## src/sv/tsc_pkg.sv

```systemverilog
// Shared types, constants and helper functions for the thin scatter covariance update.
package tsc_pkg;

  localparam int unsigned COV_FRAC_BITS  = 60;
  localparam int unsigned LOG_TABLE_BITS = 8;
  localparam int unsigned COV_SHIFT      = 64 - COV_FRAC_BITS;
  localparam int unsigned KNOTS          = (1 << LOG_TABLE_BITS) + 1;
  localparam int unsigned DIV_STEPS      = 128;
  localparam int unsigned SQRT_STEPS     = 32;

  localparam logic [63:0] ONE56    = 64'h0100_0000_0000_0000;
  localparam logic [63:0] ONE32    = 64'h0000_0001_0000_0000;
  localparam logic [31:0] LN2_Q32  = 32'd2977044472;
  localparam logic [31:0] C038_Q32 = 32'd163208757;

  localparam logic [63:0] POS_MAX = 64'h7FFF_FFFF_FFFF_FFFF;
  localparam logic [63:0] NEG_MIN = 64'h8000_0000_0000_0000;

  localparam logic [7:0] CFG_FUDGE     = 8'd0;
  localparam logic [7:0] CFG_HIGHLAND  = 8'd1;
  localparam logic [7:0] CFG_MIN_RATIO = 8'd2;

  localparam logic [31:0] FUDGE_RST     = 32'd16777216;
  localparam logic [31:0] HIGHLAND_RST  = 32'd228170138;
  localparam logic [39:0] MIN_RATIO_RST = 40'd1;

  typedef struct packed {
    logic [63:0] cxx;
    logic [63:0] cyy;
    logic [63:0] cxy;
    logic        bad;
    logic        act;
    logic        xyneg;
    logic        lneg;
    logic [63:0] axx;
    logic [63:0] ayy;
    logic [63:0] axy;
    logic [63:0] norm2;
    logic [63:0] p2;
    logic [63:0] t;
    logic [63:0] r;
    logic [5:0]  m;
    logic [32:0] k0;
  } tsc_side_t;

  typedef struct packed {
    logic      v;
    tsc_side_t sd;
  } tsc_tag_t;

  typedef logic [32:0] knot_tab_t [KNOTS];

  // log2(1 + i/2^LOG_TABLE_BITS), Q.32, by repeated squaring
  function automatic logic [32:0] log_knot(int unsigned i);
    logic [63:0]  x;
    logic [127:0] sq;
    logic [32:0]  v;
    v = '0;
    if (i >= (1 << LOG_TABLE_BITS)) begin
      v = 33'h1_0000_0000;
    end else begin
      x = (64'd1 << 62) + (64'(i) << (62 - LOG_TABLE_BITS));
      for (int k = 31; k >= 0; k--) begin
        sq = {64'd0, x} * {64'd0, x};
        x  = sq[125:62];
        if (x[63]) begin
          v[k] = 1'b1;
          x    = x >> 1;
        end
      end
    end
    return v;
  endfunction

  function automatic knot_tab_t knot_table();
    knot_tab_t tab;
    for (int unsigned i = 0; i < KNOTS; i++) begin
      tab[i] = log_knot(i);
    end
    return tab;
  endfunction

  localparam knot_tab_t KNOT = knot_table();

  function automatic logic [63:0] sat64_shr(logic [191:0] p, int unsigned s);
    logic [191:0] q;
    q = p >> s;
    return (|q[191:64]) ? '1 : q[63:0];
  endfunction

  function automatic logic [127:0] sat128_shr(logic [191:0] p, int unsigned s);
    logic [191:0] q;
    q = p >> s;
    return (|q[191:128]) ? '1 : q[127:0];
  endfunction

  function automatic logic [63:0] add_sat(logic [63:0] c, logic neg, logic [127:0] mag);
    logic [63:0] room;
    logic [63:0] res;
    if (!neg) begin
      room = POS_MAX - c;
      res  = (|mag[127:64] || mag[63:0] > room) ? POS_MAX : c + mag[63:0];
    end else begin
      room = c + NEG_MIN;
      res  = (|mag[127:64] || mag[63:0] > room) ? NEG_MIN : c - mag[63:0];
    end
    return res;
  endfunction

endpackage

```

## src/sv/tsc_norm.sv

```systemverilog
// Two-stage leading-one normalizer: shifts the top set bit to bit 63 and gives its index.
module tsc_norm import tsc_pkg::*; (
  input  logic        clk,
  input  logic        rst,
  input  logic        en,
  input  tsc_tag_t    tag_in,
  input  logic [63:0] r,
  output tsc_tag_t    tag_out,
  output logic [63:0] n,
  output logic [5:0]  m
);

  tsc_tag_t    tag1;
  logic [63:0] n1;
  logic [2:0]  zh;
  logic [63:0] a0, a1, a2, b0, b1, b2;
  logic [2:0]  zh_c, zl_c;

  always_comb begin
    zh_c[2] = ~|r[63:32];
    a0      = zh_c[2] ? r << 32 : r;
    zh_c[1] = ~|a0[63:48];
    a1      = zh_c[1] ? a0 << 16 : a0;
    zh_c[0] = ~|a1[63:56];
    a2      = zh_c[0] ? a1 << 8 : a1;
    zl_c[2] = ~|n1[63:60];
    b0      = zl_c[2] ? n1 << 4 : n1;
    zl_c[1] = ~|b0[63:62];
    b1      = zl_c[1] ? b0 << 2 : b0;
    zl_c[0] = ~b1[63];
    b2      = zl_c[0] ? b1 << 1 : b1;
  end

  always_ff @(posedge clk) begin
    if (rst) begin
      tag1.v    <= 1'b0;
      tag_out.v <= 1'b0;
    end else if (en) begin
      tag1.v    <= tag_in.v;
      tag_out.v <= tag1.v;
    end
    if (en) begin
      tag1.sd    <= tag_in.sd;
      n1         <= a2;
      zh         <= zh_c;
      tag_out.sd <= tag1.sd;
      n          <= b2;
      m          <= ~{zh, zl_c};
    end
  end

endmodule

```

## config.mk

```make
export PLATFORM = sky130hd
export DESIGN_NAME = tsc_norm
export DESIGN_NICKNAME = d
export VERILOG_FILES = /design/src/sv/tsc_pkg.sv /design/src/sv/tsc_norm.sv
export SDC_FILE = /design/constraint.sdc
export NUM_CORES = 1
export LEC_CHECK = 0
export BUFFER_PORTS_ARGS = -buffer_cell sky130_fd_sc_hd__buf_2
export CAP_MARGIN = 20
export CELL_PAD_IN_SITES_DETAIL_PLACEMENT = 0
export CELL_PAD_IN_SITES_GLOBAL_PLACEMENT = 2
export CORE_AREA = 2 2 592 594
export CTS_BUF_LIST = sky130_fd_sc_hd__clkbuf_4 sky130_fd_sc_hd__clkbuf_8
export CTS_CLUSTER_SIZE = 40
export DETAILED_ROUTE_END_ITERATION = 7
export DIE_AREA = 0 0 594 596
export PLACE_DENSITY = 0.4
export SLEW_MARGIN = 20
export SYNTH_ARGS = -nofsm -noshare
export SYNTH_HDL_FRONTEND = slang
export SYNTH_SLANG_ARGS = --single-unit
```

## constraint.sdc

```tcl
create_clock -name clk -period 2.8 [get_ports clk]
set_input_delay 0.56 -clock clk [delete_from_list [all_inputs] [get_ports clk]]
set_output_delay 0.56 -clock clk [all_outputs]
set_load 0.1 [all_outputs]
```

# Yosys cells after proc, flatten, opt, wreduce, memory -nomap -nowiden
# Cells that the tools add are included.
[totals]
latchBits = 0
elab_cells = 59
ramBits = 0
n_memories = 0
rom_bits = 0
ff_bits = 1505
[op_classes]
n_lt_le_gt_ge = 0
n_mul = 0
n_shift = 0
addsub = 0
n_eq_ne = 0
bitwise = 2
n_mux = 6
reduce_logical = 10
n_div = 0
[ops]
columns = ["cell", "count"]
rows = [
  ["$mux 64", 5],
  ["$mux 63", 1],
  ["$reduce_or 32->1", 1],
  ["$reduce_or 16->1", 1],
  ["$reduce_or 8->1", 1],
  ["$not 6->6", 1],
  ["$logic_not 1->1", 5],
  ["$reduce_or 4->1", 1],
  ["$reduce_or 2->1", 1],
  ["$not 1->1", 1],
]

# Logic depth before layout (Yosys ltp)
# Gate-level depths: netlist (run 1).
[logic_depth]
word_depth = 6
depth_mapped = 10
ltp_nobuf = 7

# Least setup slack after synthesis (run 1)
# No wires, ideal clock.
[synth_path]
path_kind = "input to register"
from = "input port r[56]"
to = "register n1[17] (data pin)"
path_stages = 7
setup_ns = 0.257
path_buffers = 1
required_ns = 2.543
slack_ns = 0.153
t_arrival_ns = 2.390
path_cell_list = "nor4_1 nand4_2 a21oi_1 buf_4 mux2_2 o221ai_1 nand2_1"
[synth_between]
elab_chain_cells = 6
[synth_rtl]
columns = ["item", "line_no", "text"]
rows = [
  ["from (decl)", "tsc_norm.sv:7", "input logic [63:0] r,"],
  ["$reduce_or 32->1", "tsc_norm.sv:20", "zh_c[2] = ~|r[63:32];"],
  ["$mux 64 *", "tsc_norm.sv:21", "a0 = zh_c[2] ? r << 32 : r;"],
  ["$reduce_or 16->1", "tsc_norm.sv:22", "zh_c[1] = ~|a0[63:48];"],
  ["$mux 64 *", "tsc_norm.sv:23", "a1 = zh_c[1] ? a0 << 16 : a0;"],
  ["$reduce_or 8->1", "tsc_norm.sv:24", "zh_c[0] = ~|a1[63:56];"],
  ["$mux 64 *", "tsc_norm.sv:25", "a2 = zh_c[0] ? a1 << 8 : a1;"],
  ["named net a2[17]", "tsc_norm.sv:16", "logic [63:0] a0, a1, a2, b0, b1, b2;"],
  ["to (signal assigned)", "tsc_norm.sv:44", "n1 <= a2;"],
  ["to (decl)", "tsc_norm.sv:14", "logic [63:0] n1;"],
]
# Mark *: on every way through the listed nets, which the timed path passes. The rest lies on a longest branch.
# A chain may end at the register's enable or synchronous reset.

# Worst setup path in the final report (run 1)
[layout_path]
from = "input port r[50]"
to = "register n1[58] (data pin)"
# The elaborated chain is that of the path after synthesis.

==> flow_summary.toml, run 1 <==
[run_status]
status = "finished clean"

[placement]
hpwlAfterDp_mm = 196
io_buffer_count = 1504
finalWeightedCongestion = 0.823
place_area_sq_um = 64500

[setup_path]
rr_worst_depth = 7
rrSetupSlack_ps = 90
worstPathMaxFanout = 18
path_class = "in2reg"
cp.arrival_ps = 3500
startpoint_type = "input port"
r2r_end = "n[43]$_DFFE_PP_"
crit_path_end_kind = "register"
timing.rr.start = "n1[60]$_DFFE_PP_"
worstPathRequired_ps = 3530

[sta]
maxSlewHeadroom = 0.461
skew_ps = 56.9
worstMarginPinSlew_ps = 806
tns_ps = 0
hold_viol = 0
rsz0062_at_grt = "no"
slew_viol_final = 0
period_share = 0.986
finalCriticalPeriod_ps = 2760
max_freq_mhz = 362
setup_violations = 0

[clock_network]
clk_path_buf_depth = 4
htreeDepth = 5
clock_sinks = 1505
path_clk_slew_ps = 60
cts_tree = "done"
clkLatencyLatePin_ps = 1000
cts_buffers = 297
cts-root-buf = "clkbuf_8"
post_cts_buffers = 0

[global_routing]
overflow = 0
grt_antenna_before_repair = 175
grt_max_degree = 83
grt_pass1_wl_mm = 316
grt_pass1_vias = 33646
track_usage = 0.132

[cells_and_area]
nets = 5533
drive_gt1_frac = 0.449
syn_to_final_growth_pct = 57.1
n_fill_cell = 36844
seq_area_sq_um = 45200
multi_input_area_sq_um = 3980
design_area_sq_um = 77700

[detailed_routing]
wl_per_cell_um = 25.1
viasPerCell = 3.32
drtAntennaViolNets = 0
vias = 32013
drt_pass1_iterations = 5
drt_iter0_drc = 2116
routed_wl_mm = 242
drc = 0

[yosys]
ys_warn_count = 0
async_reset_ff_frac = 0
synth.avg_cell_area_sq_um = 23.6
syn_inst = 2090
netlist_top_cells_area = "edfxtp_1, mux2i_1, mux2_2"
syn-cell-area_sq_um = 49400
synth_top_area_frac = 0.913
synth_ff_type = "edfxtp_1"
synth_seq_cells = 1505
synth-edff-count = 1503
synth_area_leader_cell = "edfxtp_1"
syn_nets = 2841
ys_types = 47
seq_area_frac_synth = 0.914

[floorplan]
die_h_um = 596
dieArea_sq_um = 354000
initial_core_util = 0.142
coreArea_sq_um = 348000
io_pins = 1505
num_rows = 217
fp.dieW_um = 594

[power]
seqPwrFrac = 0.459
powerDensity_nw_per_um2 = 773
p_sw_mw = 19.2
p_int_mw = 40.9
leakage_nw = 29.6
switching_share = 0.320
combPwrFrac = 0.171
ir_drop_v = 0.000476
finalPower_mw = 60.0
clkPwrFrac = 0.370

[flow_run]
maxCapViolCount = 0

[min_path]
hold_path_depth = 4
holdCritPathClass = "in2reg"
worstHoldStart = "r[24]"
hold_end = "n1[32]$_DFFE_PP_"
## cells in the final DEF, fill, tap and decap left out, types with 34 or more instances in the layout
| master | count |
|---|---|
| buf_2 | 1493 |
| a21oi_1 | 38 |
| nand2_1 | 37 |
| clkinv_1 | 61 |
| o21ai_0 | 51 |
| dlygate4sd3_1 | 728 |
| edfxtp_1 | 1503 |
| nor2_1 | 53 |
| mux2i_1 | 130 |
| clkbuf_4 | 83 |
| diode_2 | 58 |
| mux2_2 | 59 |
| buf_12 | 34 |
| clkbuf_8 | 300 |
| buf_4 | 186 |
## per-stage QoR
step,std cells,hold slack (ps),utilization,setup slack (ps)
after detailed placement,8354,405,0.186,-435
after global routing,9623,116,0.223,0.469
final,9648,204,0.223,37.8
after floorplan,2090,400,-,153
after CTS,9590,42.1,0.223,2.06
after global placement,8354,400,0.186,-462
## worst max-delay path by stage
| stage | start | to | slack [ps] |
|---|---|---|---|
| 5_1_grt | n1[61]$_DFFE_PP_ | n[43]$_DFFE_PP_ | 0.5 |
| 2_1_floorplan | r[56] | n1[17]$_DFFE_PP_ | 150 |
| 4_1_cts | tag_out[60]$_DFFE_PP_ | tag_out[60] | 2 |
| 6_report | r[50] | n1[58]$_DFFE_PP_ | 40 |
| 3_5_place_dp | r[24] | n1[17]$_DFFE_PP_ | -440 |
| 3_3_place_gp | r[24] | n1[17]$_DFFE_PP_ | -460 |
## cells by family after synthesis
group	Yosys count	synth area share
AND/OR/NAND/NOR	146	0.0154
flip-flops	1505	0.914
buffers and inverters	71	0.00613
multiplexers	201	0.0427
AO/OA/AOI/OAI	167	0.0216
## cells in the mapped netlist (3+ instances only)
cell / number
nand3_1: 3
mux2_1: 10
inv_1: 19
buf_4: 3
nor2_1: 53
o21a_1: 4
nand2b_1: 4
a21oi_1: 38
or2_2: 4
a221oi_1: 14
o21ai_0: 52
clkbuf_1: 25
nor4_2: 6
nor4b_1: 8
a41oi_1: 4
a21o_1: 6
o211a_1: 3
a22oi_1: 17
buf_2: 20
mux2_2: 59
nor4_1: 7
a2bb2oi_1: 5
and2_1: 13
edfxtp_1: 1503
nand2_1: 37
o22ai_1: 6
a31oi_1: 6
a211o_1: 3
mux2i_1: 131
## area by class of cell
type	instances	area share
Clock inverter	125	0.0118
Antenna cell	58	0.00187
Tap cell	4599	0.0741
Sequential cell	1505	0.582
Clock buffer	383	0.0612
Inverter	21	0.00102
Timing Repair Buffer	2443	0.217
Multi-Input combinational cell	514	0.0513
## worst max-delay path, stage by stage
cell and delay, ps:
dlygate4sd3_1 600, buf_2 150, nor4_1 310, buf_4 190, nand4_2 200, o31ai_4 340
buf_6 250, buf_4 210, o21ai_0 100, dlygate4sd3_1 560
## per-layer routing
| metal | GRT usage | routed length (um) | vias to the layer above |
|---|---|---|---|
| li1 | - | - | 13961 |
| met1 | 0.158 | 97300 | 15899 |
| met2 | 0.220 | 116000 | 1583 |
| met3 | 0.0473 | 21000 | 482 |
| met4 | 0.0409 | 7410 | 88 |
| met5 | 0 | 569 | - |
## sequential cells by signal, summed over array words and instances (netlist names)
| register | cells |
|---|---|
| m | 6 |
| n1 | 64 |
| zh | 3 |
| tag1 | 684 |
| n | 64 |
| tag_out | 684 |
## power groups by stage
stage	clock network, mW	logic [mW]	registers (mW)
2_1_floorplan	0	0.556	33.4
3_3_place_gp	0	9.42	28.0
3_5_place_dp	0	9.42	28.0
4_1_cts	23.4	10.4	27.6
5_1_grt	24.2	10.6	27.7
6_report	22.2	10.2	27.6
## what timing repair did
action                     4_1_cts  5_1_grt
gates resized for setup         10        4
hold buffers                   728        0
setup endpoints to repair       10        9
hold endpoints to repair       750        0
gates cloned                     0        0
Power figures use the tool's default switching activity.
==> run 2: changes to the inputs <==
--- a/config.mk
+++ b/config.mk
@@ -14,6 +14,7 @@
 export CTS_CLUSTER_SIZE = 40
 export DETAILED_ROUTE_END_ITERATION = 7
 export DIE_AREA = 0 0 594 596
+export GPL_TIMING_DRIVEN = 0
 export PLACE_DENSITY = 0.4
 export SLEW_MARGIN = 20
 export SYNTH_ARGS = -nofsm -noshare
==> flow_summary.toml, run 2 (same netlist as run 1, synthesis figures left out) <==
[run_status]
status = "finished clean"

[detailed_routing]
drt_pass1_iterations = 7
drtAntennaViolNets = 0
drt_iter0_drc = 2087
drc = 0
wl_per_cell_um = 24.9
viasPerCell = 3.32
routed_wl_mm = 238
vias = 31673

[global_routing]
met1_usage = 0.152
grt_pass1_vias = 33251
use_met3 = 0.0514
grt_antenna_before_repair = 227
grt_pass1_wl_mm = 311
busiest_layer = "met2"
track_usage = 0.129
met2_usage = 0.215
overflow = 0
grt_max_degree = 135

[power]
finalPower_mw = 60.5
ir_drop_v = 0.000411
powerDensity_nw_per_um2 = 789
clkPwrFrac = 0.380
combPwrFrac = 0.166
p_sw_mw = 19.3
seqPwrFrac = 0.454
leakage_nw = 28.8
switching_share = 0.320
p_int_mw = 41.1

[sta]
slew_viol_final = 0
tns_ps = 0
maxSlewHeadroom = 0.411
max_freq_mhz = 372
rsz0062_at_grt = "no"
worst_slack_ps = 113
finalCriticalPeriod_ps = 2690
skew_ps = 76.8
hold_viol = 0
setup_violations = 0
period_share = 0.960
worstMarginPinSlew_ps = 876

[cells_and_area]
final_util = 0.220
n_fill_cell = 36932
multi_input_area_sq_um = 4080
drive_gt1_frac = 0.436
layout_commonest_cell = "buf_2"
syn_to_final_growth_pct = 55.1
mostFrequentLayoutCells = "buf_2, edfxtp_1, dlygate4sd3_1"
nets = 5394
design_area_sq_um = 76700
largestRegisters = "tag1 x684, tag_out x684"
seq_area_sq_um = 45200

[clock_network]
clkLatencyLatePin_ps = 1000
cts-root-buf = "clkbuf_8"
cts_buffers = 307
clock_sinks = 1505
htreeDepth = 5
path_clk_slew_ps = 60
clk_path_buf_depth = 4
cts_tree = "done"

[placement]
place_ws_ps = -1230
finalWeightedCongestion = 0.874
io_buffer_count = 1504
place_area_sq_um = 63000
hpwlAfterDp_mm = 188

[setup_path]
crit_path_end_kind = "register"
worstPathMaxFanout = 10
cp.arrival_ps = 3400
startpoint_type = "register"
worstPathRequired_ps = 3510
path_class = "reg2reg"

[flow_run]
maxCapViolCount = 0

[floorplan]
die_h_um = 596
io_pins = 1505
dieArea_sq_um = 354000
num_rows = 217
initial_core_util = 0.142
fp.dieW_um = 594
coreArea_sq_um = 348000

[min_path]
holdCritPathClass = "in2reg"
[run 2: changes by cell type in the layout (fill, tap and decap cells not counted), sizes merged]
cell         delta
bufbuf          +1
dlygate4sd3     -8
diode           +4
bufinv          +1
clkinvlp        +3
buf           -173
clkbuf         +41
clkinv         +11
inv             +6
[run 2: timing repair]
action	CTS	global route
setup buffers	0	4
cloned	1	3
hold buffers	720	0
pin swaps	0	1
resized for setup	37	21
endpoints found under the setup margin	274	363
hold endpoints to repair	837	0
[run 2: final cells by class]
class	count	area share
clock inverters	146	0.0135
plain buffers	50	0.00341
clock buffers	393	0.0636
flip-flops and latches	1505	0.589
diodes	62	0.00202
repair buffers	2244	0.199
multi-input cells	514	0.0533
well taps	4599	0.0750
inverters	21	0.00103
[run 2: power by group through the flow]
stage	Combinational (mW)	Clock, mW	Sequential, mW
floorplan	0.556	0	33.4
global placement	9.11	0	29.1
detailed placement	9.16	0	27.9
CTS	10.2	24.3	27.5
global route	10.4	25.1	27.6
finish	10.0	23.0	27.5
[run 2: layer usage]
layer	up-vias	part of all wire
met2	1588	0.48
met3	593	0.093
li1	13723	-
met1	15651	0.40
met5	-	0.0030
met4	118	0.032
[run 2: final timing paths]
path / start / to / slack, ps / depth (start not counted)
setup / recovery: n1[61]$_DFFE_PP_ / n[17]$_DFFE_PP_ / 110 / 7
hold / removal: en / tag_out[36]$_DFFE_PP_ / 100 / 1
setup reg to reg: n1[61]$_DFFE_PP_ / n[17]$_DFFE_PP_ / 110 / 7
hold reg to reg: tag1[435]$_DFFE_PP_ / tag_out[435]$_DFFE_PP_ / 390 / 0
[run 2: worst max-delay path: stages (launching register included)]
cell and delay, ps:
edfxtp_1 450, or2_2 340, o21ai_0 160, buf_4 190
clkbuf_4 280, mux2i_1 420, mux2i_1 220, mux2_2 330
[run 2: stage by stage]
stage,instances,hold WS [ps]
floorplan,2090,400
global placement,8193,400
detailed placement,8205,405
CTS,9465,-87.1
global route,9506,21.0
finish,9534,95.6
==> run 3: changes to the inputs <==
--- a/config.mk
+++ b/config.mk
@@ -9,13 +9,13 @@
 export CAP_MARGIN = 20
 export CELL_PAD_IN_SITES_DETAIL_PLACEMENT = 0
 export CELL_PAD_IN_SITES_GLOBAL_PLACEMENT = 2
-export CORE_AREA = 2 2 592 594
+export CORE_AREA = 10 10 583 585
 export CTS_BUF_LIST = sky130_fd_sc_hd__clkbuf_4 sky130_fd_sc_hd__clkbuf_8
 export CTS_CLUSTER_SIZE = 40
 export DETAILED_ROUTE_END_ITERATION = 7
-export DIE_AREA = 0 0 594 596
-export GPL_TIMING_DRIVEN = 0
-export PLACE_DENSITY = 0.4
+export DIE_AREA = 0 0 593 595
+export GPL_TIMING_DRIVEN = 1
+export PLACE_DENSITY = 0.42
 export SLEW_MARGIN = 20
 export SYNTH_ARGS = -nofsm -noshare
 export SYNTH_HDL_FRONTEND = slang
==> flow_summary.toml, run 3 (same netlist as run 1, synthesis figures left out) <==
[clock_network]
clkLatencyLatePin_ps = 960
path_clk_slew_ps = 60
cts_tree = "done"
cts-root-buf = "clkbuf_8"
clock_sinks = 1505
htreeDepth = 5
cts_buffers = 297
clk_path_buf_depth = 4

[sta]
skew_ps = 40.6
slew_viol_final = 0
tns_ps = 0
hold_viol = 0
maxSlewHeadroom = 0.443
period_share = 0.978
worstMarginPinSlew_ps = 841
finalCriticalPeriod_ps = 2740
setup_violations = 0
max_freq_mhz = 365
rsz0062_at_grt = "no"

[cells_and_area]
layout_commonest_cell = "edfxtp_1"
n_fill_cell = 34687
layout.cells.non_filler = 9390
drive_gt1_frac = 0.447
syn_to_final_growth_pct = 55.8
mostFrequentLayoutCells = "edfxtp_1, buf_2, dlygate4sd3_1"
largestRegisters = "tag1 x684, tag_out x684"
multi_input_area_sq_um = 3980
final_util = 0.234
nets = 5469
seq_area_sq_um = 45200
design_area_sq_um = 77000

[global_routing]
grt_max_degree = 105
grt_pass1_vias = 33632
track_usage = 0.128
grt_pass1_wl_mm = 311
grt_antenna_before_repair = 160
overflow = 0

[detailed_routing]
drt_iter0_drc = 1904
routed_wl_mm = 239
wl_per_cell_um = 25.4
drtAntennaViolNets = 0
drt_pass1_iterations = 4
drc = 0
viasPerCell = 3.35
vias = 31476

[min_path]
holdCritPathClass = "in2reg"

[placement]
dp_cells = 8077
hpwlAfterDp_mm = 193
finalWeightedCongestion = 0.812
place_area_sq_um = 63900
io_buffer_count = 1504

[power]
leakage_nw = 29.3
finalPower_mw = 60.1
ir_drop_v = 0.000465
powerDensity_nw_per_um2 = 780

[floorplan]
initial_core_util = 0.150
fp.dieW_um = 593
die_h_um = 595
num_rows = 211
coreArea_sq_um = 329000
dieArea_sq_um = 353000
io_pins = 1505

[setup_path]
worstPathRequired_ps = 3500
startpoint_type = "input port"
crit_path_end_kind = "register"
worstPathMaxFanout = 12
path_class = "in2reg"
cp.arrival_ps = 3440

[run_status]
status = "finished clean"

[flow_run]
maxCapViolCount = 0
run 3: per-layer routing:
metal | GRT usage | routed length [um] | up-vias
met5 | 0 | 613 | -
li1 | - | - | 13896
met3 | 0.0666 | 27700 | 455
met4 | 0.0413 | 7590 | 96
met1 | 0.140 | 88500 | 15548
met2 | 0.215 | 114000 | 1481
run 3: worst paths after layout:
check                           cells past startpoint                      to                start  slack, ps
worst max register to register                      7         n[23]$_DFFE_PP_     n1[60]$_DFFE_PP_        210
worst max-delay path                                9        n1[60]$_DFFE_PP_                r[54]         60
worst min-delay path                                2     n1[4]$_SDFFCE_PN0P_                 r[4]        160
worst min register to register                      0  tag_out[537]$_DFFE_PP_  tag1[537]$_DFFE_PP_        380
run 3: layout make-up:
| type | count | area share |
|---|---|---|
| Clock inverter | 117 | 0.0116 |
| Inverter | 21 | 0.00102 |
| Clock buffer | 403 | 0.0637 |
| Timing Repair Buffer | 2379 | 0.212 |
| Tap cell | 4366 | 0.0709 |
| Antenna cell | 85 | 0.00276 |
| Multi-Input combinational cell | 514 | 0.0517 |
| Sequential cell | 1505 | 0.587 |
run 3: per-stage QoR:
stage | hold slack, ps | worst slack (ps)
finish | 163 | 60.4
global route | 63.2 | 5.33
CTS | 0.478 | 7.58
detailed placement | 405 | -268
global placement | 400 | -230
floorplan | 400 | 153
run 3: report_power, final:
group | leakage [nW] | switching, mW | internal [mW]
registers | 14.7 | 0.633 | 26.8
logic | 11.6 | 8.16 | 2.04
clock network | 3.04 | 10.1 | 12.3
run 3: timing repair:
action / CTS / global route
pin swaps: 0 / 0
hold endpoints to repair: 717 / 0
gates resized for setup: 11 / 1
buffers inserted: 0 / 0
hold buffers: 708 / 0
setup endpoints to repair: 11 / 1
run 3: critical path, stage by stage:
cell and delay [ps]:
dlygate4sd3_1 580, buf_2 150, nor4_1 420, nand4_2 300
o31ai_4 350, inv_2 100, buf_12 160, a211o_1 250
dlygate4sd3_1 550
